File: src/design/npcm_pkg.sv
// Shared types and constants for the nearest palette color match block.
// No dependencies; used by npcm_sqrt and nearest_palette_color_match.
package npcm_pkg;

   localparam int ENTRIES_DEF = 256;
   localparam int COLOR_W     = 24;
   localparam int CHAN_W      = 8;
   localparam int INDEX_W     = 8;
   localparam int SIZE_W      = 9;
   localparam int DIST_W      = 18;
   localparam int ROOT_W      = 9;
   localparam int SECOND_W    = 16;

   localparam logic [SIZE_W-1:0]   SIZE_RESET  = 9'd256;
   localparam logic [SECOND_W-1:0] SECOND_NONE = 16'hFFFF;

   localparam logic KIND_WRITE = 1'b0;
   localparam logic KIND_QUERY = 1'b1;

   typedef enum logic [2:0] {
      ST_IDLE,
      ST_SCAN,
      ST_DRAIN,
      ST_SQRT_BEST,
      ST_SQRT_SECOND,
      ST_RESP
   } state_type;

   typedef struct packed {
      logic busy;
      logic done;
   } sqrt_status_type;

endpackage

File: src/design/npcm_sqrt.sv
// Iterative floor square root, one result bit per cycle.
// Depends on npcm_pkg for widths and the status struct.
module npcm_sqrt (
   input  logic                             clock,
   input  logic                             reset,
   input  logic                             start,
   input  logic [npcm_pkg::DIST_W-1:0]      value,
   output logic [npcm_pkg::ROOT_W-1:0]      root,
   output npcm_pkg::sqrt_status_type        status
);

   localparam int IN_W  = npcm_pkg::DIST_W;
   localparam int RT_W  = npcm_pkg::ROOT_W;
   localparam int REM_W = RT_W + 2;
   localparam int CNT_W = $clog2(RT_W);

   logic             busy_ff, busy_in;
   logic             done_ff, done_in;
   logic [CNT_W-1:0] cnt_ff, cnt_in;
   logic [IN_W-1:0]  data_ff, data_in;
   logic [REM_W-1:0] rem_ff, rem_in;
   logic [RT_W-1:0]  root_ff, root_in;
   logic [REM_W-1:0] rem_shift;
   logic [REM_W-1:0] trial;

   always_comb begin
      rem_shift = {rem_ff[REM_W-3:0], data_ff[IN_W-1 -: 2]};
      trial     = {root_ff, 2'b01};
      busy_in   = busy_ff;
      done_in   = 1'b0;
      cnt_in    = cnt_ff;
      data_in   = data_ff;
      rem_in    = rem_ff;
      root_in   = root_ff;
      if (start && !busy_ff) begin
         busy_in = 1'b1;
         cnt_in  = CNT_W'(RT_W - 1);
         data_in = value;
         rem_in  = '0;
         root_in = '0;
      end else if (busy_ff) begin
         // bring down two bits, try the next root bit
         data_in = {data_ff[IN_W-3:0], 2'b00};
         if (rem_shift >= trial) begin
            rem_in  = rem_shift - trial;
            root_in = {root_ff[RT_W-2:0], 1'b1};
         end else begin
            rem_in  = rem_shift;
            root_in = {root_ff[RT_W-2:0], 1'b0};
         end
         cnt_in = cnt_ff - CNT_W'(1);
         if (cnt_ff == '0) begin
            busy_in = 1'b0;
            done_in = 1'b1;
         end
      end
   end

   always_ff @(posedge clock) begin
      if (reset) begin
         busy_ff <= 1'b0;
         done_ff <= 1'b0;
      end else begin
         busy_ff <= busy_in;
         done_ff <= done_in;
      end
   end

   always_ff @(posedge clock) begin
      cnt_ff  <= cnt_in;
      data_ff <= data_in;
      rem_ff  <= rem_in;
      root_ff <= root_in;
   end

   assign root        = root_ff;
   assign status.busy = busy_ff;
   assign status.done = done_ff;

endmodule

File: config.mk
export PLATFORM = sky130hd
export DESIGN_NAME = npcm_sqrt
export DESIGN_NICKNAME = d
export VERILOG_FILES = /design/src/design/npcm_pkg.sv /design/src/design/npcm_sqrt.sv
export SDC_FILE = /design/constraint.sdc
export NUM_CORES = 1
export LEC_CHECK = 0
export BUFFER_PORTS_ARGS = -buffer_cell sky130_fd_sc_hd__buf_2
export CORE_MARGIN = 1.5
export CORE_UTILIZATION = 50
export DETAILED_ROUTE_END_ITERATION = 16
export PLACE_DENSITY = 0.81
export SLEW_MARGIN = 30
export SYNTH_ARGS = -nofsm -noshare
export SYNTH_HDL_FRONTEND = slang
export SYNTH_SLANG_ARGS = --single-unit
File: constraint.sdc
create_clock -name clock -period 1.9 [get_ports clock]
set_input_delay 0.095 -clock clock [delete_from_list [all_inputs] [get_ports clock]]
set_output_delay 0.095 -clock clock [all_outputs]
set_load 0.02 [all_outputs]
======== Word-level counts from Yosys, hierarchy flattened ========
Index checks and enable logic that the tools add are counted.
Widths: inputs -> output; s select.
storage, ports and cells
  bits of input ports ..................... 21
  output and inout bits ................... 11
  word-level logic and storage cells ...... 23
  register bits after elaboration ......... 42
cells by class
  add/subtract/negate cells ............... 2
  reduce and logical (&&, ||, !) cells .... 5
  bitwise logic cells ..................... 1
  $lt $le $gt $ge ......................... 1
  multiplexer cells ....................... 8
operators with widths
  cell                 count
  $mux 18              2
  $ge 11x11->1         1
  $mux 9               1
  $sub 9x9->9          1
  $mux 1               5
  $logic_not 4->1      1
  $sub 4x1->4 const B  1
  $reduce_or 3->1      1
  $reduce_bool 2->1    1
  $logic_and 1x1->1    1
  $logic_not 1->1      1
  $not 1->1            1

======== Depth between registers and ports, before layout ========
Gate-level depths: netlist of run 1.
  word-level depth ........................ 4
  depth in mapped cells ................... 10
  gate-level depth less buffers ........... 7

======== Worst setup path before layout of run 1 ========
No wires, ideal clock.
  path type ............................... reg-to-reg
  from .................................... register root_ff[3] (netlist: root[3])
  to ...................................... register rem_ff[0]
  library setup time ...................... 122 ps
  buffers on the path ..................... 3
  data arrival time ....................... 2,165 ps
  cell stages (with the launch flop) ...... 11
  path slack .............................. -387 ps
  cells stage by stage .................... dfxtp_1 inv_1 ha_1 buf_6 and4_4 o21a_1 o21a_1 buf_6 or2_1 buf_6 a221o_1
on the way
  word-level cells in the longest chain between the ends .. 2
ends and longest elaborated chain
  what                    line             RTL
  from (decl)             npcm_sqrt.sv:22  logic [RT_W-1:0] root_ff, root_in;
  from (signal assigned)  npcm_sqrt.sv:73  root_ff <= root_in;
  $ge 11x11->1            npcm_sqrt.sv:44  if (rem_shift >= trial) begin
  $mux 9                  npcm_sqrt.sv:44
  to (signal assigned)    npcm_sqrt.sv:72  rem_ff <= rem_in;
  to (decl)               npcm_sqrt.sv:21  logic [REM_W-1:0] rem_ff, rem_in;
No other way between the ends.
A chain may end at the register's enable or synchronous reset.

======== Final worst setup path of run 1 ========
  from .................................... register root_ff[0] (netlist: root[0])
  to ...................................... register rem_ff[2]
on the way
  word-level cells in the longest chain between the ends .. 2
  elaborated cells between the ends (all ways) .. 3
  those cells by class .................... add/sub: 1; order compare: 1; mux: 1
ends and longest elaborated chain
  what                                         line
  $sub 9x9->9 or $ge 11x11->1 (tied branches)  npcm_sqrt.sv:45, npcm_sqrt.sv:44
  $mux 9 (*)                                   npcm_sqrt.sv:44
Mark *: on every way between the ends. The rest lies on a longest branch, timed or not.

==> metrics.md, run 1 <==
| Metric | Value |
|---|---|
| Worst EP arrival | `approximately 2.1 ns` |
| WS Path Type | `reg2reg` |
| Clock sinks | `42` |
| First drt pass iteration count | `4` |
| Critical Path RT | `around 2.1 ns` |
| Synth Area in XOR/XNOR | `under 10%` |
| Antenna diodes | `0` |
| CTS Buffer Depth | `2` |
| Status | `complete, no violations` |
| Comb pwr share | `approximately half` |
| Clk pwr share | `between 10% and 20%` |
| Grt total ovfl | `0` |
| Critical path launch point type | `flop` |
| Largest net degree at the start of global routing | `30` |
| DRT antenna net count | `0` |
| Core area | `roughly 4300 sq um` |
| Final Setup Violations | `0` |
| Synth Area in Adders | `under 10%` |
| P_sw | `roughly 1400 uW` |
| Placed cell area | `2621 sq um` |
| Power Internal | `between 2000 and 3000 uW` |
| Die area | `4877 sq um` |
| Max-Cap Viols | `0` |
| Fmax | `roughly 540 MHz` |
| Detailed placement HPWL | `about 3300 microns` |
| Layout cell share with drive strength beyond 1 | `40.96%` |
| Final period util | `a little over nine tenths` |
| Sw frac | `34.21%` |
| Multi-input logic area | `between 1000 and 1500 sq um` |
| P_leak | `0.001167 uW` |
| Post-synth top flop | `dfxtp_1` |
| Vias per cell | `5.433` |
| Worst slew pin tran | `between 0.8 and 0.9 ns` |
| Root Driver | `clkbuf_8` |
| Min-delay worst type | `in2reg` |
| Die Y | `roughly 70 microns` |
| Die width | `69.84 microns` |
| H-tree levels | `2` |
| Routed via count | `1,755` |
| Synth Warn # | `0` |
| Filler Cell Count | `~350` |
| Sequential Power Share | `30.8%` |
| Unique masters post-synth | `47` |
| Post-Synth Simple-Gate Area | `14.40%` |
| Complex-gate fraction of the synthesized area | `16.08%` |
| Mean Syn Cell Area | `about 10 sq um` |
| Starting Density | `51.65%` |
| DRC viols | `0` |
| Most common cell after layout, fill and taps aside | `buf_2` |
| Relative slew slack | `between 40% and 50%` |
| Min Tclk post-route | `approximately 1.9 ns` |
| GRT Util Overall | `19.53%` |
| Starting DRT DRC Count | `approximately 120` |
| Fin area | `2834 sq um` |
| Num CTS Buffers | `5` |
| Placer congestion estimate | `roughly 0.87` |
| Power density over cell area | `between 1000 and 1500 nW/um^2` |
| Flop and latch count out of synthesis | `42` |
| Slew Limit Fails | `0` |
| Num ports | `32` |
| Synth-to-layout area growth | `26.89%` |
| Synthesized cell area | `~2200 sq um` |
| CP endpoint kind | `flop` |
| Net Count, Synth | `251` |
| Peak supply drop | `0.0008234 V` |
| Hold Vio Cnt, Final | `0` |
| Initial antenna violation count | `0` |
| Worst-Skew Late Latency | `0.30 ns` |
| WL/cell | `between 10 and 15 microns` |
| Port Buffers | `31` |
| Row count | `24` |
| TNS Setup | `0 ns` |
| Sequential area share after synthesis | `a little under half` |
| Gate Count Post-Synth | `around 220` |
| First-pass GRT wire length | `about 7600 microns` |
| Nets | `303` |
| Largest family of logic cells by synthesized area | `compound AO/OA/AOI/OAI gates` |
| Clock transition at path regs | `approximately 0.080 ns` |
| Most frequent cells in the layout | `buf_2 (31), buf_4 (25), nand2_1 (24)` |
| Vias in the first global route | `roughly 1,700` |
| FF+latch area | `1044 sq um` |
| Critical Path Fanout Max | `5` |
| Mux cell area share after synthesis | `8.515%` |
| CTS tree | `yes` |
| Post-Route WL | `4519 microns` |
| Worst Skew | `between 0.005 and 0.006 ns` |
| Async set or reset register ratio after synthesis | `0%` |
| Post-synth EDFFs | `18` |
| RSZ-0062 raised after global routing | `true` |
## power groups by stage
stage               Clock, uW  Combinational [uW]  Sequential, uW
global route              882                2250            1290
finish                    824                2040            1270
CTS                       853                1880            1260
floorplan                   0                1330            1280
global placement            0                1750            1280
detailed placement          0                1800            1280
## synthesized netlist by cell type (3+ instances only)
cell type | number | area share [%]
a21oi_1 | 5 | 1.1
a221o_1 | 3 | 1.3
buf_6 | 3 | 1.5
clkbuf_1 | 6 | 1.0
dfxtp_1 | 24 | 22
edfxtp_1 | 18 | 24
ha_1 | 12 | 6.7
inv_1 | 17 | 2.9
mux2_2 | 16 | 8.1
nand2_1 | 24 | 4.0
nand2b_1 | 4 | 1.1
nand3_1 | 5 | 1.1
nor2_1 | 7 | 1.2
nor2b_1 | 5 | 1.4
nor3_1 | 7 | 1.6
o211ai_1 | 8 | 2.7
o21a_1 | 3 | 1.0
o21ai_0 | 3 | 0.67
o31ai_1 | 10 | 3.4
or3_1 | 3 | 0.84
xor2_1 | 3 | 1.2
## worst max-delay path: stages, from the launching register on
cell and delay, ns:
dfxtp_4 0.35, inv_2 0.04, ha_4 0.22, o21a_1 0.13
o21a_1 0.20, o21a_1 0.21, or2_4 0.29, a221o_1 0.30
## final timing paths
check                        from                        to  slack (ns)  depth (start not counted)
max          root[0]$_SDFFE_PP0P_    rem_ff[2]$_SDFFE_PP0P_        0.04                          7
min                      value[0]  data_ff[0]$_SDFFCE_PN0P_        0.07                          2
max reg2reg  root[0]$_SDFFE_PP0P_    rem_ff[2]$_SDFFE_PP0P_        0.04                          7
min reg2reg  root[4]$_SDFFE_PP0P_      root[5]$_SDFFE_PP0P_        0.49                          2
## layer usage
layer / wire length, microns / up-vias / track usage, %
li1: - / 893 / -
met1: 2017 / 816 / 24.02
met2: 2242 / 41 / 33.65
met3: 217 / 5 / 5.814
met4: 42 / 0 / 4.701
met5: 0 / - / 0
## timing repair
item	4_1_cts	5_1_grt
hold buffers	1	0
gates resized for setup	1	12
endpoints found under the hold margin	2	0
buffers inserted	2	2
pin swaps	2	7
gates cloned	0	1
endpoints found under the setup margin	5	5
## cells by family after synthesis
| group | count (synthesis) |
|---|---|
| compound gates | 47 |
| xor+xnor | 5 |
| fa+ha+maj | 12 |
| buf+inv | 31 |
| flops | 42 |
| mux | 17 |
| simple gates | 64 |
## stage by stage
| stage | std cells | hold WS (ns) | utilization, % | setup slack, ns | power (uW) |
|---|---|---|---|---|---|
| final | 323 | 0.07104 | 65.54 | 0.04453 | 4138 |
| after floorplan | 218 | 0.1666 | - | -0.1381 | 2613 |
| after detailed placement | 309 | 0.2726 | 60.62 | -0.06207 | 3086 |
| after CTS | 320 | 0.05734 | 64.32 | 0.006473 | 4002 |
| after global routing | 323 | 0.06127 | 65.54 | -0.01777 | 4423 |
| after global placement | 309 | 0.2681 | 60.62 | -0.01164 | 3033 |
## sequential cells by signal, summed over array words and instances, names as in the netlist
signal,flops
root,9
cnt_ff,4
data_ff,18
rem_ff,9
busy_ff,1
done_ff,1
## final cells by class
type / count / area share (%)
Clock buffer: 5 / 2.428
Clock inverter: 3 / 2.252
Inverter: 17 / 2.340
Multi-Input combinational cell: 146 / 41.02
Sequential cell: 42 / 36.82
Tap cell: 52 / 2.296
Timing Repair Buffer: 58 / 12.85
(Power assumes the default switching activity.)
==> inputs of run 2 (changes only) <==
PLACE_DENSITY = 0.78   (was 0.81)
clock period = 1.8 ns   (was 1.9 ns; I/O delays follow)
==> metrics.md, run 2 (synthesized netlist as in run 1, its figures left out) <==
| Metric | Value |
|---|---|
| Status | `finished, violations left` |
| Failing checks | `negative setup slack` |
| Layout cell share with drive strength beyond 1 | `a little over two fifths` |
| Final period util | `105.1%` |
| Final Setup Violations | `8` |
| Detailed placement HPWL | `around 3600 microns` |
| Critical Path Fanout Max | `5` |
| Core area | `about 4300 sq um` |
| Vias per cell | `between 5 and 6` |
| Antenna diodes | `0` |
| Num ports | `32` |
| Buffers and inverters on the worst path | `1` |
| DRC viols | `0` |
| First-pass GRT wire length | `approximately 8400 microns` |
| Port Buffers | `31` |
| Min-delay worst type | `in2reg` |
| Crit path largest cell delay | `about 0.37 ns` |
| RSZ-0062 raised after global routing | `true` |
| Worst slew pin tran | `0.4056 ns` |
| Worst-Skew Late Latency | `about 0.3 ns` |
| Placer congestion estimate | `approximately 0.94` |
| Hold Vio Cnt, Final | `0` |
| Vias in the first global route | `1,782` |
| Placed cell area | `approximately 2700 sq um` |
| Root Driver | `clkbuf_8` |
| Die width | `69.84 microns` |
| Critical Path, Cell by Cell | `inv_4 -> ha_4 -> a211oi_2 -> o21bai_1 -> o21a_1 -> or2_4 -> a221o_1` |
| First drt pass iteration count | `4` |
| Nets | `~320` |
| Initial antenna violation count | `0` |
| WL/cell | `about 15 microns` |
| DRT met1 WL | `2148 microns` |
| Max-Cap Viols | `0` |
| Max reg flops | `18` |
| Fin area | `~2900 sq um` |
| Worst Skew | `between 0.01 and 0.015 ns` |
| Slew Limit Fails | `0` |
| WS Path Type | `reg2reg` |
| Die area | `approximately 4900 sq um` |
| Synth-to-layout area growth | `31.32%` |
| Post-Route WL | `4975 microns` |
| Most frequent cells in the layout | `buf_4 (39), buf_2 (31), nand2_1 (24)` |
| Worst EP arrival | `~2.1 ns` |
| Final worst slack | `-0.09136 ns` |
| CP endpoint kind | `flop` |
| CTS tree | `yes` |
| GRT Util Overall | `between 20% and 30%` |
| Final Util | `between 60 and 70%` |
| H-tree levels | `2` |
| Largest net degree at the start of global routing | `33` |
| Metal2 WL | `around 2500 microns` |
| Grt total ovfl | `0` |
| Starting DRT DRC Count | `roughly 150` |
| Num CTS Buffers | `5` |
| Critical Path RT | `slightly below 2 ns` |
| Fmax | `about 530 MHz` |
| DRT antenna net count | `0` |
| Critical path launch point type | `flop` |
| Relative slew slack | `72.62%` |
| Min Tclk post-route | `around 1.9 ns` |
| Most common cell after layout, fill and taps aside | `buf_4` |
| Starting Density | `roughly 52%` |
| CTS Buffer Depth | `2` |
| Power density over cell area | `approximately 1500 nW/um^2` |
| Clock transition at path regs | `~0.080 ns` |
| Hold WS | `approximately 0.075 ns` |
| Die Y | `~70 microns` |
| Highest metal used | `met4` |
| DR WL met3 | `about 200 microns` |
| Critical path's top delay family | `compound AO/OA/AOI/OAI gates` |
| Clock sinks | `42` |
| Largest reg by FF count | `data_ff` |
| Peak supply drop | `~0.0011 V` |
| Routed via count | `between 1,500 and 2,000` |
| Row count | `24` |
| Worst-path cell with the longest stage delay | `dfxtp_4` |
| P_leak | `roughly 0.0012 uW` |
==> run 2: final cells by class <==
class                      instances  area (sq um)
fill                             343          1391
sequential                        42          1041
clock buffer                       6         93.84
multi-input combinational        146          1162
clock inverter                     2         10.01
inverter                          17         68.82
timing repair buffer              74         491.7
tap                               52         65.06
==> run 2: routing by layer <==
layer | up-vias | GRT usage [%]
met5 | - | 0
met4 | 0 | 5.983
met3 | 13 | 4.215
met2 | 54 | 38.52
met1 | 855 | 26.44
li1 | 931 | -
==> run 2: repair_timing <==
| item | CTS | global route |
|---|---|---|
| setup endpoints to repair | 10 | 10 |
| setup buffers | 3 | 1 |
| gates cloned | 1 | 1 |
| gates resized for setup | 9 | 5 |
| pin swaps | 3 | 4 |
| hold endpoints to repair | 2 | 0 |
| hold buffers | 1 | 0 |
==> run 2: worst register-to-register path: cells and delay by family, from the launching register on <==
family	cells	cell delay (ns)
adder cells (fa/ha/maj)	1	0.21
AND/OR/NAND/NOR	1	0.30
AO/OA/AOI/OAI	4	0.84
flip-flops	1	0.37
buffers and inverters	1	0.04
==> run 2: worst paths after layout <==
kind | start | end | slack [ns] | cells past startpoint
worst max-delay path | root[2]$_SDFFE_PP0P_ | rem_ff[1]$_SDFFE_PP0P_ | -0.09 | 7
worst max register to register | root[2]$_SDFFE_PP0P_ | rem_ff[1]$_SDFFE_PP0P_ | -0.09 | 7
worst min-delay path | value[1] | data_ff[1]$_SDFFCE_PN0P_ | 0.08 | 2
worst min register to register | cnt_ff[1]$_SDFFE_PP0P_ | cnt_ff[1]$_SDFFE_PP0P_ | 0.49 | 2
==> run 2: where the power goes <==
group          total [uW]  leakage [uW]  internal (uW)  switching [uW]
clock                 679     0.0000561            353             327
sequential           1330      0.000385           1210             124
combinational        2340      0.000798           1210            1130
==> run 2: per-stage QoR <==
stage	instances	power, uW	setup WS, ns	setup TNS [ns]
floorplan	218	2758	-0.2378	-1.320
global placement	324	3318	-0.1129	-0.6120
detailed placement	324	3368	-0.1820	-1.100
CTS	337	4251	-0.05524	-0.2464
global route	339	4620	-0.1438	-1.066
finish	339	4349	-0.09136	-0.5083
